===== src/design/esc_pkg.sv =====
// ----------------------------------------------------------------------------
// esc_pkg: shared types and constants for the exposure statistics check
// Holds the register map, the verdict codes, the reset values of the
// threshold registers and the threshold bundle handed to the evaluator.
// ----------------------------------------------------------------------------
package esc_pkg;

	localparam int COUNT_WIDTH_DEF = 32;
	localparam int CFG_DATA_W      = 10;
	localparam int CFG_INDEX_W     = 2;
	localparam int PERMILLE_W      = 10;
	localparam int LEVEL_W         = 8;
	localparam int NUM_CH          = 3;
	localparam int PERMILLE_SCALE  = 1000;

	localparam logic [LEVEL_W-1:0] LEVEL_DARK   = 8'd0;
	localparam logic [LEVEL_W-1:0] LEVEL_BRIGHT = 8'd255;

	// register indexes
	localparam logic [CFG_INDEX_W-1:0] REG_CLIP_FLOOR   = 2'd0;
	localparam logic [CFG_INDEX_W-1:0] REG_STRONG_CLIP  = 2'd1;
	localparam logic [CFG_INDEX_W-1:0] REG_MEAN_LOW     = 2'd2;
	localparam logic [CFG_INDEX_W-1:0] REG_MEAN_HIGH    = 2'd3;

	// register reset values
	localparam logic [PERMILLE_W-1:0] CLIP_FLOOR_RST  = 10'd10;
	localparam logic [PERMILLE_W-1:0] STRONG_CLIP_RST = 10'd35;
	localparam logic [LEVEL_W-1:0]    MEAN_LOW_RST    = 8'd108;
	localparam logic [LEVEL_W-1:0]    MEAN_HIGH_RST   = 8'd148;

	// verdict codes
	localparam logic [1:0] VERDICT_UNBALANCED = 2'd0;
	localparam logic [1:0] VERDICT_STRONG     = 2'd1;
	localparam logic [1:0] VERDICT_BALANCED   = 2'd2;

	typedef struct packed {
		logic [PERMILLE_W-1:0] clip_floor;
		logic [PERMILLE_W-1:0] strong_clip;
		logic [LEVEL_W-1:0]    mean_low;
		logic [LEVEL_W-1:0]    mean_high;
	} thresh_t;

endpackage


===== src/design/esc_accum.sv =====
// ----------------------------------------------------------------------------
// esc_accum: per-set pixel statistics
// Counts dark and bright samples per channel, sums levels and counts pixels,
// all saturating. On the last pixel the final totals go to a snapshot stage
// and the running state clears.
// ----------------------------------------------------------------------------
module esc_accum import esc_pkg::*; #(
	parameter int CW = COUNT_WIDTH_DEF
) (
	input  logic                  clk,
	input  logic                  arst_n,
	input  logic                  take,
	input  logic [LEVEL_W-1:0]    blue_level,
	input  logic [LEVEL_W-1:0]    green_level,
	input  logic [LEVEL_W-1:0]    red_level,
	input  logic                  last_pixel,
	input  logic                  snap_take,
	output logic                  in_ready,
	output logic                  valid_s1,
	output logic [CW-1:0]         dark_s1   [NUM_CH],
	output logic [CW-1:0]         bright_s1 [NUM_CH],
	output logic [CW+LEVEL_W-1:0] sum_s1    [NUM_CH],
	output logic [CW-1:0]         total_s1,
	output logic                  sat_s1
);

	localparam int SW = CW + LEVEL_W;

	logic [LEVEL_W-1:0] lvl [NUM_CH];
	logic [CW-1:0]      dark_q   [NUM_CH];
	logic [CW-1:0]      bright_q [NUM_CH];
	logic [SW-1:0]      sum_q    [NUM_CH];
	logic [CW-1:0]      total_q;
	logic               sat_q;

	logic [CW-1:0]      dark_nxt   [NUM_CH];
	logic [CW-1:0]      bright_nxt [NUM_CH];
	logic [SW-1:0]      sum_nxt    [NUM_CH];
	logic [CW-1:0]      total_nxt;
	logic               sat_nxt;
	logic [SW:0]        sum_wide   [NUM_CH];
	logic               snap_free;

	assign lvl[0] = blue_level;
	assign lvl[1] = green_level;
	assign lvl[2] = red_level;

	assign snap_free = !valid_s1 || snap_take;
	assign in_ready  = snap_free;

	always_comb begin
		sat_nxt = sat_q;
		for (int c = 0; c < NUM_CH; c++) begin
			dark_nxt[c]   = dark_q[c];
			bright_nxt[c] = bright_q[c];
			if (lvl[c] == LEVEL_DARK) begin
				if (&dark_q[c]) sat_nxt = 1'b1;
				else dark_nxt[c] = dark_q[c] + CW'(1);
			end
			if (lvl[c] == LEVEL_BRIGHT) begin
				if (&bright_q[c]) sat_nxt = 1'b1;
				else bright_nxt[c] = bright_q[c] + CW'(1);
			end
			sum_wide[c] = {1'b0, sum_q[c]} + {{(SW + 1 - LEVEL_W){1'b0}}, lvl[c]};
			if (sum_wide[c][SW]) begin
				sat_nxt    = 1'b1;
				sum_nxt[c] = '1;
			end else begin
				sum_nxt[c] = sum_wide[c][SW-1:0];
			end
		end
		if (&total_q) begin
			sat_nxt   = 1'b1;
			total_nxt = total_q;
		end else begin
			total_nxt = total_q + CW'(1);
		end
	end

	// running state: clear on the last pixel of a set
	always_ff @(posedge clk or negedge arst_n) begin
		if (!arst_n) begin
			for (int c = 0; c < NUM_CH; c++) begin
				dark_q[c]   <= '0;
				bright_q[c] <= '0;
				sum_q[c]    <= '0;
			end
			total_q <= '0;
			sat_q   <= 1'b0;
		end else if (take) begin
			if (last_pixel) begin
				for (int c = 0; c < NUM_CH; c++) begin
					dark_q[c]   <= '0;
					bright_q[c] <= '0;
					sum_q[c]    <= '0;
				end
				total_q <= '0;
				sat_q   <= 1'b0;
			end else begin
				dark_q   <= dark_nxt;
				bright_q <= bright_nxt;
				sum_q    <= sum_nxt;
				total_q  <= total_nxt;
				sat_q    <= sat_nxt;
			end
		end
	end

	always_ff @(posedge clk or negedge arst_n) begin
		if (!arst_n) begin
			valid_s1 <= 1'b0;
		end else if (snap_free) begin
			valid_s1 <= take && last_pixel;
		end
	end

	always_ff @(posedge clk) begin
		if (snap_free && take && last_pixel) begin
			dark_s1   <= dark_nxt;
			bright_s1 <= bright_nxt;
			sum_s1    <= sum_nxt;
			total_s1  <= total_nxt;
			sat_s1    <= sat_nxt;
		end
	end

endmodule


===== config.mk =====
export PLATFORM = sky130hd
export DESIGN_NAME = esc_accum
export DESIGN_NICKNAME = d
export VERILOG_FILES = /design/src/design/esc_pkg.sv /design/src/design/esc_accum.sv
export SDC_FILE = /design/constraint.sdc
export NUM_CORES = 1
export LEC_CHECK = 0
export BUFFER_PORTS_ARGS = -buffer_cell sky130_fd_sc_hd__buf_2
export CAP_MARGIN = 25
export CORE_AREA = 2 2 321 323
export CTS_BUF_LIST = sky130_fd_sc_hd__clkbuf_8
export DETAILED_ROUTE_END_ITERATION = 7
export DIE_AREA = 0 0 323 325
export GPL_TIMING_DRIVEN = 1
export SLEW_MARGIN = 10
export SYNTH_ARGS = -nofsm -noshare
export SYNTH_HDL_FRONTEND = slang
export SYNTH_SLANG_ARGS = --single-unit

===== constraint.sdc =====
create_clock -name clk -period 16.8 [get_ports clk]
set_input_delay 1.68 -clock clk [delete_from_list [all_inputs] [get_ports clk]]
set_output_delay 1.68 -clock clk [all_outputs]
set_load 0.005 [all_outputs]

==> key figures, run 1 <==
Yosys
  – Syn_nets: 3425
  – Post-Synthesis Cells: 3362
  – Main synth FF type: dfrtp_1
  – Flops & latches, synth: 691
  – Top post-synthesis cells by area: edfxtp_1 (29%), dfrtp_1 (24%), xnor2_1 (5.6%), o21ai_0 (4.0%), o31ai_1 (3.6%)
  – Commonest cells in the netlist: dfrtp_1 (346), edfxtp_1 (345), nand2_1 (311)
  – Post-synth EDFFs: 345
  – Post-synthesis instance area: 0.0354 sq mm
  – Most frequent cell after synthesis: dfrtp_1
  – Seq/Total Area, Yosys: 53.8%
  – Synth top area share: 29.3%
  – Area leader, netlist: edfxtp_1
  – Ys Warns: 0
  – Distinct cells, synth: 94
  – Ys async rst share: 50.1%
  – Syn Area/Cell: 10.5 sq um

Finish
  – Layout Nets: 3723
  – Multi-input gate area: 0.0153 sq mm
  – Synth-to-Final Area Change: 15.8%
  – Storage element area: 0.0190 sq mm
  – Share of cells above drive strength 1: 18.3%
  – Fillers: 10000

CTS
  – Skew-Pair Late Insertion Delay: 820 ps
  – Reg clk slew, reported paths: 60 ps
  – Post-CTS Hold Buffers: 0
  – CTS sink cnt: 691
  – Setup bufs post-CTS: 0
  – Post_cts resized: 0
  – CTS tree: built
  – H-tree levels: 4
  – CTS root buf: clkbuf_8
  – Maximum root-to-sink buffer count: 3
  – CTS Buf Count: 131

Pwr
  – Gate power share: 9.4%
  – PD cells: 94.2 mW/mm^2
  – Switching share of total power: 27.0%
  – Reg power frac: 48.9%
  – Net Switching: 1040 uW
  – Internal power: 2820 uW
  – Tot Pwr: 3860 uW
  – Max VDD drop: 0.0000648 V
  – P_leak: 0.0166 uW
  – Clk pwr share: 41.7%

STA
  – Final Max Tran Viols: 0
  – Final hold vios: 0
  – Final worst slack: 12180 ps
  – Setup TNS: 0 ps
  – RSZ-0062 raised after global routing: no
  – Worst slew margin: 19.8%
  – Fmax achieved: 0.216 GHz
  – Period minus WS final: 4620 ps
  – Worst Skew: 48.1 ps
  – Hold_ws: 510 ps
  – Fin crit share: 27.5%
  – Worst-Margin Slew: 1200 ps
  – Final setup fails: 0

Die
  – Die Footprint: 0.105 sq mm
  – Die height: 325 um
  – Die Width: 323 um
  – Core Region: 0.101 sq mm
  – Initial core utilization: 34.9%
  – IO Count: 376
  – Row count: 117

Worst hold path
  – Hold endpoint: bright_q[30]$_DFFE_PN0P_
  – Hold crit path type: flip-flop to flip-flop
  – Min-Delay Startpoint: bright_q[30]$_DFFE_PN0P_
  – Hold depth: 1

Routing
  – DR iter-0 viols: 2517
  – Via count: 28400
  – Vias per cell: 5.53
  – Drt wl/cell: 20.5 um
  – DRT antenna net count: 0
  – Number of remaining DRC errors: 0
  – DRT Pass-1 Iters: 6
  – Wirelength, routed: 105000 um

Setup path
  – Worst r2r dst: sum_q[94]$_DFFE_PN0P_
  – CP required: 17200 ps
  – Critical path endpoint category: flip-flop
  – R2R Path Start: sum_q[106]$_DFFE_PN0P_
  – Kind of critical path: input port to flip-flop
  – Worst reg2reg path depth: 7
  – FF-to-FF setup slack: 13180 ps
  – Worst Path Arrival: 5020 ps
  – Startpoint types: input port
  – CP max FO: 68

Global route
  – First-pass GRT wire length: 162000 um
  – Initial antenna violation count: 3
  – Largest net degree at the start of global routing: 150
  – Total gr overflow: 0
  – Global-route usage over all layers: 19.8%
  – Vias in the first global route: 27100

Placed design
  – PortBufs: 375
  – Final GP Congestion: 0.844
  – DP Worst Slack: 11240 ps
  – Post-DP HPWL: 68700 um

Flow run
  – Max-capacitance violation count: 0

Run status
  – Outcome: complete, no violations
power groups by stage:
stage	clock network (uW)	logic [uW]	registers, uW
after floorplan	0	230	1910
after global placement	0	359	1920
after detailed placement	0	365	1920
after CTS	1670	365	1890
after global routing	1750	407	1890
final	1610	365	1890
cell families (layout without fill, tap and decap cells):
| kind of cell | count (synthesis) | after routing | synth area share [%] |
|---|---|---|---|
| AOI/OAI and AO/OA | 1002 | 1002 | 19.0 |
| xor gates and xnor gates | 292 | 292 | 7.23 |
| adders and majority gates | 34 | 34 | 1.27 |
| buffers and inverters | 301 | 706 | 3.36 |
| DFF | 691 | 691 | 53.8 |
| muxes | 10 | 10 | 0.315 |
| other | 0 | 1 | 0 |
| and+or+nand+nor | 1032 | 1032 | 15.1 |
layer usage:
metal / global-route usage (%) / part of all wire [%] / up-vias
li1: - / - / 13400
met1: 27.1 / 44 / 13800
met2: 29.4 / 44 / 995
met3: 5.96 / 8.5 / 189
met4: 7.56 / 3.2 / 2
met5: 0 / 0.012 / -
critical path, stage by stage:
cell and delay (ps):
clkbuf_8 350, nand2_1 360, buf_4 330, nor2b_4 580
buf_4 800, buf_4 780
stage by stage:
stage	std cells	instance area, sq um	utilization (%)
3_3_place_gp	4889	38400	37.9
6_report	5136	41000	40.4
3_5_place_dp	4890	38400	37.9
5_1_grt	5136	41000	40.4
2_1_floorplan	3362	35400	-
4_1_cts	5130	40900	40.4
worst max-delay path by stage:
stage	start	end	depth (start not counted)
after global routing	last_pixel	dark_s1[42]$_DFFE_PP_	6
final	last_pixel	total_s1[11]$_DFFE_PP_	6
after detailed placement	last_pixel	total_s1[14]$_DFFE_PP_	6
after CTS	last_pixel	dark_s1[53]$_DFFE_PP_	6
after global placement	last_pixel	total_s1[14]$_DFFE_PP_	6
after floorplan	take	bright_s1[0]$_DFFE_PP_	4
layout by cell type (no fill, tap or decap), types with 8 or more instances in the layout:
cell	count
or2_2	9
nor3_1	81
and2_1	41
a22o_1	50
buf_4	40
o21a_1	13
edfxtp_1	345
o31ai_1	168
nand3_1	138
clkbuf_8	150
a211oi_1	9
clkinv_1	21
ha_1	31
a31o_2	28
a41oi_1	62
a21o_1	17
and4_1	51
nand2_1	310
xnor2_1	225
nor4_2	8
nor2_1	134
a21oi_1	163
buf_2	372
nand4_1	72
a41o_1	13
nor4_1	30
or4_1	8
a31oi_1	97
o211ai_1	10
and3_1	81
or3_1	16
o21ai_0	283
mux2_2	9
nand2b_1	13
xor2_1	67
dfrtp_1	346
inv_1	88
clkinv_2	16
flip-flops by register name, summed over array words and instances (netlist names):
name       flops
sum_q        120
valid_s1       1
sum_s1       120
sat_s1         1
bright_s1     96
dark_q        96
bright_q      96
total_s1      32
sat_q          1
dark_s1       96
total_q       32
cell type report:
type | count | share of cell area (%)
flip-flops and latches | 691 | 46.4
multi-input cells | 2370 | 37.2
repair buffers | 419 | 5.58
clock buffers | 149 | 5.01
well taps | 1368 | 4.18
clock inverters | 91 | 1.12
inverters | 47 | 0.443
diodes | 1 | 0.00611
Power figures use the tool's default switching activity.
==> inputs of run 2 (changes only) <==
ABC_AREA = 1   (was default)
CORE_AREA = 2 2 334 336   (was 2 2 321 323)
DIE_AREA = 0 0 336 338   (was 0 0 323 325)
clock period = 4.25 ns   (was 16.8 ns; I/O delays follow)
==> run 2 against run 1 <==
Net effect: core utilization is 0.12 points higher; combinational power rose to 3.8 times the previous value; first-iteration DRC count fell by 0.99%; die area rose by 8.2%; count of clock-buffer cells in the layout rose by 3; critical endpoint is now sum_q[38]$_DFFE_PN0P_; clock skew increased by 6.4 ps; hold slack lost 370 ps.
==> key figures, run 2 <==
Global route
  – Total gr overflow: 0
  – Largest net degree at the start of global routing: 168
  – Gr busiest metal: met2
  – First-pass GRT wire length: 186000 um
  – Vias in the first global route: 32500
  – GR Util met2: 34.2%
  – Global routing usage on met3: 4.78%
  – Global-route usage over all layers: 21.1%
  – Initial antenna violation count: 5
  – Grt met1 use: 27.9%

Routing
  – Via count: 33200
  – DRT antenna net count: 0
  – DRT Pass-1 Iters: 6
  – Number of remaining DRC errors: 0
  – Vias per cell: 4.93
  – DR iter-0 viols: 2492
  – Wirelength, routed: 120000 um
  – Drt wl/cell: 17.8 um

Worst hold path
  – Hold crit path type: input port to flip-flop
  – Min-Delay Startpoint: blue_level[1]

Setup path
  – Worst Path Arrival: 3850 ps
  – Kind of critical path: flip-flop to flip-flop
  – Critical path endpoint category: flip-flop
  – Crit. Startpoint: sum_q[0]$_DFFE_PN0P_
  – R2R Path Start: sum_q[0]$_DFFE_PN0P_
  – CP max FO: 16
  – CP required: 4970 ps
  – Startpoint types: flip-flop

Yosys
  – Area leader, netlist: edfxtp_1
  – Flops & latches, synth: 691
  – Syn_nets: 4777
  – Ys Warns: 0
  – Top post-synthesis cells by area: edfxtp_1 (27%), dfrtp_1 (23%), nand2_1 (14%), nand3_1 (6.6%), inv_1 (5.7%)
  – Synth top area share: 27.1%
  – Distinct cells, synth: 57
  – Most frequent cell after synthesis: nand2_1
  – Post-synthesis instance area: 0.0383 sq mm
  – Seq/Total Area, Yosys: 49.7%
  – Commonest cells in the netlist: nand2_1 (1392), inv_1 (581), nand3_1 (503)
  – Syn Area/Cell: 8.12 sq um
  – Main synth FF type: dfrtp_1
  – Post-synth EDFFs: 345
  – Post-Synthesis Cells: 4714
  – Ys async rst share: 50.1%

CTS
  – CTS Buf Count: 132
  – H-tree levels: 4
  – Reg clk slew, reported paths: 60 ps
  – Maximum root-to-sink buffer count: 3
  – CTS sink cnt: 691
  – CTS root buf: clkbuf_8
  – Setup bufs post-CTS: 0
  – Skew-Pair Late Insertion Delay: 830 ps
  – CTS tree: built

STA
  – Final hold vios: 0
  – Final setup fails: 0
  – Fmax achieved: 0.319 GHz
  – Worst slew margin: 28.8%
  – RSZ-0062 raised after global routing: no
  – Worst-Margin Slew: 1070 ps
  – Setup TNS: 0 ps
  – Period minus WS final: 3130 ps
  – Worst Skew: 54.5 ps
  – Final Max Tran Viols: 0
  – Fin crit share: 73.7%

Die
  – Initial core utilization: 34.8%
  – Die Width: 336 um
  – Row count: 122
  – Die height: 338 um
  – Die Footprint: 0.114 sq mm
  – Core Region: 0.110 sq mm
  – IO Count: 376

Placed design
  – PortBufs: 375
  – Final GP Congestion: 0.952
  – Post-DP HPWL: 85900 um

Run status
  – Outcome: complete, no violations

Finish
  – Commonest non-fill, non-tap cells in the layout: nand2_1 (1392), inv_1 (628), nand3_1 (503)
  – Layout Nets: 5199
  – Synth-to-Final Area Change: 16.6%
  – Largest regs: sum_q (120), sum_s1 (120)
  – Share of cells above drive strength 1: 16.0%
  – Most common cell after layout, fill and taps aside: nand2_1

Pwr
  – Net Switching: 4200 uW
  – Max VDD drop: 0.000217 V
  – Gate power share: 8.9%
  – Internal power: 11400 uW
  – P_leak: 0.0202 uW
  – Tot Pwr: 15600 uW
  – Reg power frac: 47.9%
  – Switching share of total power: 27.0%
  – PD cells: 349 mW/mm^2
  – Clk pwr share: 43.3%

Flow run
  – Max-capacitance violation count: 0
run 2: power groups by stage:
| stage | sequential [uW] | clock [uW] | combinational, uW |
|---|---|---|---|
| floorplan | 7580 | 0 | 796 |
| global placement | 7580 | 0 | 1370 |
| detailed placement | 7570 | 0 | 1390 |
| CTS | 7450 | 6980 | 1390 |
| global route | 7470 | 7240 | 1540 |
| finish | 7450 | 6730 | 1380 |
run 2: critical path, stage by stage (launching register included):
cell and delay (ps):
dfrtp_1 350, ha_1 220, inv_1 70, fa_1 400, inv_1 100, nand3_1 70
nand2_1 120, nand2_1 90, nand2_2 160, nand3_1 650, buf_4 490, nand3_1 140
nand2_1 50, o21ai_0 100
run 2: kinds of logic (layout without fill, tap and decap cells):
family | after synthesis | count (layout) | synth area share (%)
simple gates | 2703 | 2703 | 31.8
compound gates | 381 | 381 | 5.94
fa+ha+maj | 34 | 34 | 1.17
buf+inv | 735 | 1267 | 7.53
flops | 691 | 691 | 49.7
other cells | 0 | 2 | 0
xor+xnor | 170 | 170 | 3.93
run 2: path summary, 6_finish.rpt:
kind                                            end  slack (ps)  depth (start not counted)
min in group asynchronous      sum_q[3]$_DFFE_PN0P_         290                          2
hold / removal                 sum_s1[81]$_DFFE_PP_         140                          4
max in group asynchronous  bright_q[56]$_DFFE_PN0P_        2930                          3
setup reg to reg              sum_q[38]$_DFFE_PN0P_        1120                         13
setup / recovery              sum_q[38]$_DFFE_PN0P_        1120                         13
hold reg to reg               sum_q[47]$_DFFE_PN0P_         480                          2
run 2: layout make-up:
type | instances | area [sq um]
Multi-Input combinational cell | 3288 | 16400
Clock inverter | 92 | 584
Inverter | 608 | 2290
Timing Repair Buffer | 415 | 2350
Antenna cell | 2 | 5.00
Fill cell | 11200 | 65400
Sequential cell | 691 | 19000
Tap cell | 1488 | 1860
Clock buffer | 152 | 2090
run 2: layer usage:
layer	share of wire, %	up-vias
li1	-	16200
met1	45	15800
met2	46	981
met3	6.7	190
met4	2.4	0
met5	0	-
run 2: metrics by stage:
stage	worst slack, ps	util (%)	cell area (sq um)	hold slack [ps]	instances
after floorplan	-5220	-	38300	129	4714
after global placement	1040	38.0	41900	467	6481
after detailed placement	983	38.0	41900	471	6481
after CTS	1160	40.5	44600	40.3	6733
after global routing	913	40.6	44600	118	6735
final	1120	40.6	44600	137	6736
run 2: what timing repair did:
action                                 4_1_cts  5_1_grt
resized for setup                            0        0
endpoints found under the hold margin      108        0
hold buffers                                 8        0
